File: src/sv/svrt_pkg.sv
// ----------------------------------------------------------------------------
// Slab volume ray test package
// Shared constants and the types that travel between the front part, the
// divider and the back part of the slab test.
// ----------------------------------------------------------------------------
`default_nettype none
package svrt_pkg;
	localparam int unsigned NumPlanesDefault = 7;
	localparam int unsigned QW = 32;
	// Dividend is (extent - numerator) * 2^16, at most 49 bits magnitude.
	localparam int unsigned DW = 49;
	localparam int unsigned DivSteps = DW;
	localparam logic signed [QW-1:0] QMax = 32'sh7FFF_FFFF;
	localparam logic signed [QW-1:0] QMin = 32'sh8000_0000;
	localparam int unsigned QueueDepth = 2;

	typedef enum logic [1:0] {
		ZK_NORMAL = 2'd0,
		ZK_POS    = 2'd1,
		ZK_NEG    = 2'd2,
		ZK_NONE   = 2'd3
	} zkind_t;

	// Classified slab as handed from the front part to the back part.
	typedef struct packed {
		logic [2:0]          plane_index;
		logic                last_plane;
		logic                in_range;
		logic                den_neg;
		logic                den_zero;
		zkind_t              kind_n;
		zkind_t              kind_f;
		logic                neg_n;
		logic                neg_f;
		logic [DW-1:0]       mag_n;
		logic [DW-1:0]       mag_f;
		logic [QW-1:0]       den_mag;
		logic signed [QW-1:0] max_distance;
	} slab_t;

	typedef enum logic [1:0] {
		BK_IDLE = 2'd0,
		BK_DIV  = 2'd1,
		BK_OUT  = 2'd2
	} bstate_t;
endpackage
`default_nettype wire

File: src/sv/svrt_div.sv
// ----------------------------------------------------------------------------
// Slab divider
// Restoring unsigned divider, one quotient bit per cycle.
// ----------------------------------------------------------------------------
`default_nettype none
module svrt_div (
	input  wire logic                          clk,
	input  wire logic                          arst_n,
	input  wire logic                          start,
	input  wire logic [svrt_pkg::DW-1:0]       dividend,
	input  wire logic [svrt_pkg::QW-1:0]       divisor,
	output logic                               done,
	output logic [svrt_pkg::DW-1:0]            quotient
);
	localparam int unsigned DW = svrt_pkg::DW;
	localparam int unsigned CW = $clog2(DW + 1);

	logic [DW-1:0] quo_q;
	logic [svrt_pkg::QW:0] rem_q;
	logic [svrt_pkg::QW-1:0] dvs_q;
	logic [CW-1:0] cnt_q;
	logic busy_q;
	logic [svrt_pkg::QW:0] trial;
	logic [svrt_pkg::QW+1:0] diff;

	always_comb begin
		trial = {rem_q[svrt_pkg::QW-1:0], quo_q[DW-1]};
		diff = {1'b0, trial} - {2'b0, dvs_q};
	end

	always_ff @(posedge clk or negedge arst_n) begin
		if (!arst_n) begin
			busy_q <= 1'b0;
			cnt_q <= '0;
			done <= 1'b0;
		end else begin
			done <= 1'b0;
			if (start) begin
				busy_q <= 1'b1;
				cnt_q <= CW'(DW);
			end else if (busy_q) begin
				cnt_q <= cnt_q - 1'b1;
				if (cnt_q == CW'(1)) begin
					busy_q <= 1'b0;
					done <= 1'b1;
				end
			end
		end
	end

	always_ff @(posedge clk) begin
		if (start) begin
			quo_q <= dividend;
			rem_q <= '0;
			dvs_q <= divisor;
		end else if (busy_q) begin
			if (!diff[svrt_pkg::QW+1]) begin
				rem_q <= diff[svrt_pkg::QW:0];
				quo_q <= {quo_q[DW-2:0], 1'b1};
			end else begin
				rem_q <= trial;
				quo_q <= {quo_q[DW-2:0], 1'b0};
			end
		end
	end
	assign quotient = quo_q;
endmodule
`default_nettype wire

File: src/sv/svrt_back.sv
// ----------------------------------------------------------------------------
// Slab back part
// Divides both extents, saturates, swaps, updates the running interval and
// holds the result for the output side.
// ----------------------------------------------------------------------------
`default_nettype none
module svrt_back (
	input  wire logic                 clk,
	input  wire logic                 arst_n,
	input  wire logic                 q_valid,
	output logic                      q_take,
	input  wire svrt_pkg::slab_t      q_data,
	output logic                      empty,
	input  wire logic                 pop,
	output logic                      hit,
	output logic signed [31:0]        near_distance,
	output logic signed [31:0]        far_distance,
	output logic [2:0]                entry_plane,
	output logic                      worth_testing
);
	localparam int unsigned DW = svrt_pkg::DW;

	svrt_pkg::bstate_t state_q, state_d;
	svrt_pkg::slab_t   cur_q;
	logic              second_q;
	logic signed [31:0] tn_q, near_q, far_q;
	logic signed [31:0] tf_q;
	logic [2:0]        entry_q;
	logic              missed_q, out_full_q;
	logic              div_start, div_done;
	logic [DW-1:0]     div_quo;
	logic [DW-1:0]     div_dividend;
	logic [svrt_pkg::QW-1:0] div_divisor;
	logic signed [31:0] sat_t, tf;
	logic              take, finish;
	logic signed [31:0] nb, fb, tn_s, tf_s, near_n, far_n;
	logic [2:0]        ent_b, ent_n;
	logic              vn_s, vf_s, vn, vf, miss_b, miss_n;

	// The first division starts in the cycle the slab is taken, before cur_q
	// holds it; the second one always works on the far extent.
	assign div_dividend = take ? q_data.mag_n : cur_q.mag_f;
	assign div_divisor  = take ? q_data.den_mag : cur_q.den_mag;

	svrt_div u_div (
		.clk(clk), .arst_n(arst_n), .start(div_start),
		.dividend(div_dividend),
		.divisor(div_divisor), .done(div_done), .quotient(div_quo)
	);

	function automatic logic signed [31:0] sat(input logic neg,
		input logic [DW-1:0] m);
		logic big;
		begin
			big = neg ? (m > DW'(32'h8000_0000)) : (m > DW'(32'h7FFF_FFFF));
			if (big) sat = neg ? svrt_pkg::QMin : svrt_pkg::QMax;
			else sat = neg ? 32'(-m) : m[31:0];
		end
	endfunction

	function automatic logic signed [31:0] zval(input svrt_pkg::zkind_t k,
		input logic signed [31:0] t);
		begin
			case (k)
				svrt_pkg::ZK_POS: zval = svrt_pkg::QMax;
				svrt_pkg::ZK_NEG: zval = svrt_pkg::QMin;
				default: zval = t;
			endcase
		end
	endfunction

	assign sat_t = sat(second_q ? cur_q.neg_f : cur_q.neg_n, div_quo);
	assign take = state_q == svrt_pkg::BK_IDLE && q_valid && !out_full_q;
	assign q_take = take;

	always_comb begin
		state_d = state_q;
		case (state_q)
			svrt_pkg::BK_IDLE: if (take) state_d = svrt_pkg::BK_DIV;
			svrt_pkg::BK_DIV: if (div_done && second_q) state_d = svrt_pkg::BK_OUT;
			svrt_pkg::BK_OUT: state_d = svrt_pkg::BK_IDLE;
			default: state_d = svrt_pkg::BK_IDLE;
		endcase
	end

	always_comb begin
		div_start = 1'b0;
		finish = 1'b0;
		case (state_q)
			svrt_pkg::BK_IDLE: div_start = take;
			svrt_pkg::BK_DIV: div_start = div_done && !second_q;
			svrt_pkg::BK_OUT: finish = 1'b1;
			default: ;
		endcase
	end

	// Final quotient of the far extent.
	assign tf = sat_t;

	always_comb begin
		logic signed [31:0] a, b;
		logic va, vb;
		a = zval(cur_q.kind_n, tn_q);
		b = zval(cur_q.kind_f, tf_q);
		va = cur_q.kind_n != svrt_pkg::ZK_NONE;
		vb = cur_q.kind_f != svrt_pkg::ZK_NONE;
		if (cur_q.plane_index == 3'd0) begin
			nb = svrt_pkg::QMin; fb = svrt_pkg::QMax; ent_b = 3'd0; miss_b = 1'b0;
		end else begin
			nb = near_q; fb = far_q; ent_b = entry_q; miss_b = missed_q;
		end
		if (cur_q.den_neg) begin
			tn_s = b; tf_s = a; vn_s = vb; vf_s = va;
		end else begin
			tn_s = a; tf_s = b; vn_s = va; vf_s = vb;
		end
		vn = vn_s; vf = vf_s;
		near_n = nb; far_n = fb; ent_n = ent_b; miss_n = miss_b;
		if (!miss_b && cur_q.in_range) begin
			if (vn && tn_s > nb) begin
				near_n = tn_s; ent_n = cur_q.plane_index;
			end
			if (vf && tf_s < fb) far_n = tf_s;
			if (near_n > far_n) miss_n = 1'b1;
		end
	end

	always_ff @(posedge clk) begin
		if (take) cur_q <= q_data;
		if (div_done && !second_q) tn_q <= sat_t;
		if (div_done && second_q) tf_q <= tf;
		if (finish && cur_q.last_plane) begin
			hit <= !miss_n;
			near_distance <= near_n;
			far_distance <= far_n;
			entry_plane <= ent_n;
			worth_testing <= !miss_n && (near_n < cur_q.max_distance);
		end
	end

	always_ff @(posedge clk or negedge arst_n) begin
		if (!arst_n) begin
			state_q <= svrt_pkg::BK_IDLE;
			second_q <= 1'b0;
			near_q <= svrt_pkg::QMin;
			far_q <= svrt_pkg::QMax;
			entry_q <= 3'd0;
			missed_q <= 1'b0;
			out_full_q <= 1'b0;
		end else begin
			state_q <= state_d;
			if (take) second_q <= 1'b0;
			else if (div_done && !second_q) second_q <= 1'b1;
			if (finish) begin
				near_q <= near_n; far_q <= far_n;
				entry_q <= ent_n; missed_q <= miss_n;
			end
			if (finish && cur_q.last_plane) out_full_q <= 1'b1;
			else if (pop && out_full_q) out_full_q <= 1'b0;
		end
	end
	assign empty = !out_full_q;

	assert property (@(posedge clk) disable iff (!arst_n)
		missed_q && finish && cur_q.plane_index != 3'd0 |=> missed_q)
		else $error("sticky miss cleared without restart");
	assert property (@(posedge clk) disable iff (!arst_n)
		!missed_q |-> near_q <= far_q) else $error("empty interval not flagged");
	assert property (@(posedge clk) disable iff (!arst_n)
		take |-> state_q == svrt_pkg::BK_IDLE && !out_full_q)
		else $error("slab taken while busy");
endmodule
`default_nettype wire

File: config.mk
export PLATFORM = sky130hd
export DESIGN_NAME = svrt_back
export DESIGN_NICKNAME = d
export VERILOG_FILES = /design/src/sv/svrt_pkg.sv /design/src/sv/svrt_div.sv /design/src/sv/svrt_back.sv
export SDC_FILE = /design/constraint.sdc
export NUM_CORES = 1
export LEC_CHECK = 0
export BUFFER_PORTS_ARGS = -buffer_cell sky130_fd_sc_hd__buf_2
export CORE_MARGIN = 1.5
export CORE_UTILIZATION = 60
export DETAILED_ROUTE_END_ITERATION = 10
export GPL_TIMING_DRIVEN = 1
export PLACE_DENSITY = 0.87
export SLEW_MARGIN = 40
export SYNTH_ARGS = -nofsm -noshare
export SYNTH_HDL_FRONTEND = slang
export SYNTH_SLANG_ARGS = --single-unit
export TNS_END_PERCENT = 5
File: constraint.sdc
create_clock -name clk -period 14.9 [get_ports clk]
set_input_delay 2.98 -clock clk [delete_from_list [all_inputs] [get_ports clk]]
set_output_delay 2.98 -clock clk [all_outputs]
set_load 0.01 [all_outputs]
==> qor.txt, run 1 <==
R2R setup slack -> 6990 ps
Cell Area, Synth -> 25140 µm²
Initial antenna violation count -> 0
Placed Cells -> 2996
I/O Buffers -> 248
Grt ovf -> 0
Max Freq -> 126.4 MHz
Vias in the first global route -> 18870
Routed WL per cell -> 20.31 µm
Io pins -> 250
Internal power -> 3.106 mW
All-Layer GR Usage -> 29.00%
Hold path depth -> 2
Final wirelength -> 62670 µm
CTS tree -> done
DIE HEIGHT -> 207.7 µm
Gpl congestion -> 0.9639
Max Cap Viol -> 0
Ys Warns -> 0
Top Layer Used -> met4
Reg power frac -> 36.6%
Min-delay src -> missed_q
Crit share post-route -> 53.11%
Share of layout cells above drive strength 1 -> 20.21%
R2r endpoint -> worth_testing
Measured slew at the worst slew-check pin -> 758.9 ps
Metal2 WL -> 31630 µm
N_diodes -> 0
DRT met1 WL -> 24840 µm
Sequential share of the synthesized area -> 51.17%
Max clock buf depth -> 3
Hold Path Sink -> missed_q
Vias per cell -> 6.096
Final Hold Vio Count -> 0
Final Max Slew Viols -> 0
Cts repair resizes -> 0
Power per cell area -> 174.5 nW/µm²
Final Power -> 4.977 mW
Synth Area per Inst -> 10.92 µm²
Sw frac -> 37.59%
Post-synthesis cell count -> 2301
Outcome -> completed
CP max FO -> 50
Synth Flop Type -> edfxtp_1
Clock Pin Slew Worst Setup and Hold Paths -> 70 ps
Largest net degree at the start of global routing -> 157
Initial Utilization -> 61.15%
Startpoint types -> flip-flop
H-tree Lvls -> 2
Clock share of power -> 24.2%
# DRC -> 0
Worst IR Drop VDD -> 0.0001581 V
Hold_buf cts -> 0
Clock Skew -> 30.70 ps
Final setup violation count -> 0
Later-pin clock latency in the skew report -> 610 ps
DP HPWL -> 44820 µm
Met3 wire len -> 3655 µm
Synth cell types -> 79
TNS Setup -> 0 ps
Die area -> 43130 µm²
Combinational power share -> 39.2%
PnR worst setup slack -> 6987 ps
# rows -> 74
Critical path arrival -> 8250 ps
Cts bufs inserted -> 47
Die Wd -> 207.7 µm
Finished Cell Area -> 28530 µm²
Leak -> 11.81 nW
Post-CTS Setup Repair Bufs -> 0
Mapped Nets -> 2649
Commonest non-fill, non-tap cell in the layout -> edfxtp_1
Post-synth EDFFs -> 339
First-pass GRT wire length -> 99330 µm
Area grow syn2layout -> 13.49%
Drt pass-1 iters -> 6
CP endpoint kind -> flip-flop
Post-detailed-route count of antenna-violating nets -> 0
Non-filler cells, final -> 3085
Worst Reg2Reg Path Length in Cells -> 22
Clk root buf -> clkbuf_16
Async set-or-reset flop fraction in the synthesized netlist -> 17.74%
Core area -> 41110 µm²
Critical Path RT -> 15230 ps
Clk sinks -> 451
RSZ-0062 raised after global routing -> false
Placed inst area -> 26880 µm²
DR vias -> 18810
Rel. slew slack -> 47.96%
Commonest non-fill, non-tap cells in the layout -> 339 x edfxtp_1, 247 x buf_2, 208 x nand2_1
Crit Path Category -> flip-flop to flip-flop
FF+latch count, synth -> 451
Tmin final -> 7913 ps
Critical R2R Launch -> cur_q[169]
DP Worst Slack -> 6901 ps
Switch Pwr -> 1.871 mW
Hold Crit Class -> flip-flop to flip-flop
Iteration-0 DRC Markers -> 1426
Nets -> 2862
-- stage by stage --
step / hold slack [ps] / util, %
floorplan: 449.7 / -
global placement: 459.0 / 65.25
detailed placement: 471.2 / 65.39
CTS: 485.6 / 69.29
global route: 502.4 / 69.40
finish: 487.2 / 69.40
-- power groups by stage --
stage	clock [mW]	combinational [mW]	sequential (mW)
5_1_grt	1.27	2.16	1.84
6_report	1.21	1.95	1.82
3_3_place_gp	0	1.81	1.83
3_5_place_dp	0	1.90	1.84
2_1_floorplan	0	1.44	1.79
4_1_cts	1.22	1.92	1.82
-- how the worst max path moves through the flow --
stage,cells past startpoint,slack (ps),end,start
2_1_floorplan,3,4390,q_take,q_valid
3_3_place_gp,23,7050,worth_testing,cur_q[169]
3_5_place_dp,23,6900,worth_testing,cur_q[169]
4_1_cts,23,6870,worth_testing,cur_q[169]
5_1_grt,22,6550,worth_testing,cur_q[169]
6_report,22,6990,worth_testing,cur_q[169]
-- kinds of logic after synthesis --
logic type / Yosys count / share of synthesized area [%]
multiplexers: 262 / 10.92
adder cells (fa/ha/maj): 169 / 8.442
XOR/XNOR: 48 / 1.672
AND/OR/NAND/NOR: 547 / 10.02
buffers and inverters: 268 / 4.295
AO/OA/AOI/OAI: 556 / 13.48
flip-flops: 451 / 51.17
-- synth_stat cells, types with 12 or more instances --
| cell | n | share of area [%] |
|---|---|---|
| edfxtp_1 | 339 | 40 |
| nand2_1 | 212 | 3.2 |
| o21ai_0 | 193 | 3.8 |
| ha_1 | 168 | 8.4 |
| mux2i_1 | 165 | 6.6 |
| inv_1 | 154 | 2.3 |
| nor2_1 | 148 | 2.2 |
| a21oi_1 | 128 | 2.5 |
| mux2_2 | 96 | 4.3 |
| clkbuf_1 | 70 | 1.0 |
| dfrtp_1 | 48 | 4.8 |
| a22o_1 | 33 | 1.1 |
| dfstp_2 | 32 | 3.3 |
| dfxtp_1 | 32 | 2.5 |
| o21ai_1 | 30 | 0.60 |
| a21o_1 | 28 | 0.84 |
| nand4_1 | 28 | 0.70 |
| xnor2_1 | 28 | 0.98 |
| a31oi_1 | 27 | 0.67 |
| nor3_1 | 26 | 0.52 |
| a211oi_1 | 25 | 0.75 |
| buf_2 | 23 | 0.46 |
| nand3_1 | 23 | 0.46 |
| o211ai_1 | 22 | 0.66 |
| xor2_1 | 20 | 0.70 |
| and2_1 | 16 | 0.40 |
| o21a_1 | 14 | 0.42 |
| and3_1 | 13 | 0.32 |
| nor4_1 | 13 | 0.32 |
| nand2b_1 | 12 | 0.30 |
| nor2b_1 | 12 | 0.30 |
-- metal layers --
layer	track usage, %	vias up
li1	-	8908
met1	36.19	9099
met2	50.67	661
met3	4.085	139
met4	12.21	0
met5	0	-
-- area by class of cell --
cell class	count	area [µm²]
Clock buffer	60	1330
Sequential cell	451	12860
Multi-Input combinational cell	1582	11300
Fill cell	3014	12580
Tap cell	532	665.6
Timing Repair Buffer	277	1516
Inverter	155	581.8
Clock inverter	28	271.5
-- registers in the layout (all words and copies together) (netlist names), 2 cells and up --
| signal | cells |
|---|---|
| entry_q | 3 |
| near_q | 32 |
| u_div.quotient | 49 |
| tn_q | 32 |
| far_distance | 32 |
| state_q | 2 |
| far_q | 32 |
| u_div.cnt_q | 6 |
| cur_q | 125 |
| u_div.dvs_q | 32 |
| near_distance | 32 |
| entry_plane | 3 |
| u_div.rem_q | 32 |
| tf_q | 32 |
-- critical path, stage by stage, from the launching register on --
cell      delay [ps]
edfxtp_1         320
buf_4            480
clkinv_1         810
buf_4            480
a21oi_1          410
ha_1             270
nand3_1          120
nor4_1           430
o221ai_1         200
o211ai_1         190
nor3_1           140
a21oi_4          460
buf_4            500
o21ai_0          260
ha_1             350
and3_1           160
nand4_1          160
nor4_1           560
nand2_1          160
o32a_1           410
and4b_1          220
o31a_1           330
nor4b_1          180
Power figures use the tool's default switching activity.
==> run 2: changes to the inputs <==
- CORE_UTILIZATION: 60 -> 54
- PLACE_DENSITY: 0.87 -> 0.83
- clock period: 14.9 -> 7 ns (I/O delays scaled with it)
==> run 2 against run 1 <==
Critical path depth up 3; worst hold slack got worse by 12 ps; register-to-register slack lost 6500 ps; maximum frequency up 22%; sequential power up 110%; clock-buffer cell count up 2; utilization shrank 6.5 points; worst setup slack got worse by 6500 ps; combinational power rose by 110%; routed wire length down 3.5%; sequential share of layout area is 0.29 points lower; flip-flop and latch count is the same.
==> qor.txt, run 2 (synthesis results as in run 1) <==
Outcome -> completed
Iteration-0 DRC Markers -> 1472 (+3.2%)
Post-detailed-route count of antenna-violating nets -> 0 (unchanged)
Min-delay src -> near_q[31]
Measured slew at the worst slew-check pin -> 773.6 ps (+14.63 ps)
Crit share post-route -> 92.44% (+39 points)
Largest net degree at the start of global routing -> 87 (-45%)
Hold_buf cts -> 0 (unchanged)
H-tree Lvls -> 2 (unchanged)
# rows -> 78 (+5.4%)
CP max FO -> 54 (+8.0%)
Placed inst area -> 27050 µm² (+0.62%)
Critical R2R Launch -> cur_q[164]
Critical Path RT -> 7340 ps (-7890 ps)
Die area -> 47860 µm² (+11%)
Initial antenna violation count -> 3 (+3)
CTS tree -> done
Vias in the first global route -> 17950 (-4.8%)
Grt ovf -> 0 (unchanged)
Later-pin clock latency in the skew report -> 600 ps (about the same)
Final Max Slew Viols -> 0 (unchanged)
Final wirelength -> 60490 µm (-3.5%)
Gpl congestion -> 0.9576 (-0.65%)
Worst IR Drop VDD -> 0.0002427 V (+53%)
Rel. slew slack -> 48.00% (about the same)
Clock Pin Slew Worst Setup and Hold Paths -> 60 ps (about the same)
Buf/Inv on CP -> 5 (+1)
Crit Path Category -> flip-flop to flip-flop
Startpoint types -> flip-flop
DR vias -> 18340 (-2.5%)
Nets -> 2875 (+0.45%)
Io pins -> 250 (unchanged)
Routed WL per cell -> 19.09 µm (-6.0%)
Post-CTS Setup Repair Bufs -> 0 (unchanged)
Final setup violation count -> 0 (unchanged)
TNS Setup -> 0 ps (unchanged)
First-pass GRT wire length -> 94910 µm (-4.5%)
Share of layout cells above drive strength 1 -> 20.62% (+0.40 points)
DP HPWL -> 44420 µm (-0.88%)
Most flops, register -> cur_q
Slowest-stage cell, CP -> nor4_1
Clock Skew -> 29.39 ps (-1.313 ps)
Power per cell area -> 367.5 nW/µm² (+110%)
Finished Cell Area -> 28710 µm² (+0.64%)
# DRC -> 0 (unchanged)
Final Hold Vio Count -> 0 (unchanged)
DIE HEIGHT -> 218.8 µm (+5.3%)
Commonest non-fill, non-tap cells in the layout -> 339 x edfxtp_1, 247 x buf_2, 209 x nand2_1
Vias per cell -> 5.788 (-5.1%)
RSZ-0062 raised after global routing -> false
Max Freq -> 154.5 MHz (+22%)
CP Launch Point -> cur_q[164]
Drt pass-1 iters -> 5 (-1)
Max clock buf depth -> 3 (unchanged)
Final core occ -> 62.86% (-6.5 points)
Fillers -> 3534 (+17%)
All-Layer GR Usage -> 25.21% (-3.8 points)
I/O Buffers -> 248 (unchanged)
Commonest non-fill, non-tap cell in the layout -> edfxtp_1
Clk root buf -> clkbuf_16
Die Wd -> 218.8 µm (+5.3%)
Clk sinks -> 451 (unchanged)
Area grow syn2layout -> 14.22%
Max reg flops -> 125 (unchanged)
Max Cap Viol -> 0 (unchanged)
Final Power -> 10.55 mW (+110%)
Area of the multi-input gates -> 11290 µm² (about the same)
CP peak stage delay -> 530 ps (-280 ps)
Tmin final -> 6471 ps (-1442 ps)
Initial Utilization -> 55.04% (-6.1 points)
Critical path arrival -> 6810 ps (-1440 ps)
Core area -> 45670 µm² (+11%)
CP dominant cell by count -> ha_1
Leak -> 11.87 nW (+0.55%)
Cts repair resizes -> 0 (unchanged)
CP endpoint kind -> flip-flop
Cts bufs inserted -> 48 (+2.1%)
Hold Crit Class -> flip-flop to flip-flop
Register Area -> 12860 µm² (unchanged)
Worst path top cell family by delay -> compound AO/OA/AOI/OAI gates
==> run 2: final cells by class <==
type	count	share of cell area, %
tap	600	2.615
clock buffer	62	4.650
sequential	451	44.80
timing repair buffer	289	5.556
multi-input combinational	1582	39.32
antenna	2	0.01743
clock inverter	27	1.015
inverter	155	2.026
==> run 2: metrics by stage <==
stage          cells  worst slack, ps  hold slack [ps]
2_1_floorplan   2301             1063            449.7
3_3_place_gp    3075            735.9            459.3
3_5_place_dp    3076            630.6            470.1
4_1_cts         3165            609.9            478.1
5_1_grt         3168            187.2            491.1
6_report        3168            529.0            475.6
==> run 2: routing by layer <==
metal	track usage, %	vias to the layer above	routed length, µm
li1	-	8896	-
met1	33.67	8723	26580
met2	42.27	591	28900
met3	2.839	125	2897
met4	9.521	2	2088
met5	0	-	12
==> run 2: worst paths after layout <==
kind	slack, ps	to	cells after the start
setup reg to reg	530	worth_testing	25
max in group asynchronous	5410	u_div.cnt_q[3]	2
hold reg to reg	480	near_q[31]	2
min in group asynchronous	690	near_q[18]	1
hold / removal	480	near_q[31]	2
setup / recovery	530	worth_testing	25
==> run 2: worst min-delay path: stages (launching register included) <==
cell and delay (ps):
dfstp_2 370, inv_1 40, a22oi_1 60
==> run 2: power breakdown <==
part	leakage [nW]	total, mW	switching, mW	internal [mW]
combinational	6.70	4.06	2.43	1.63
sequential	4.38	3.87	0.352	3.52
clock	0.791	2.62	1.08	1.54
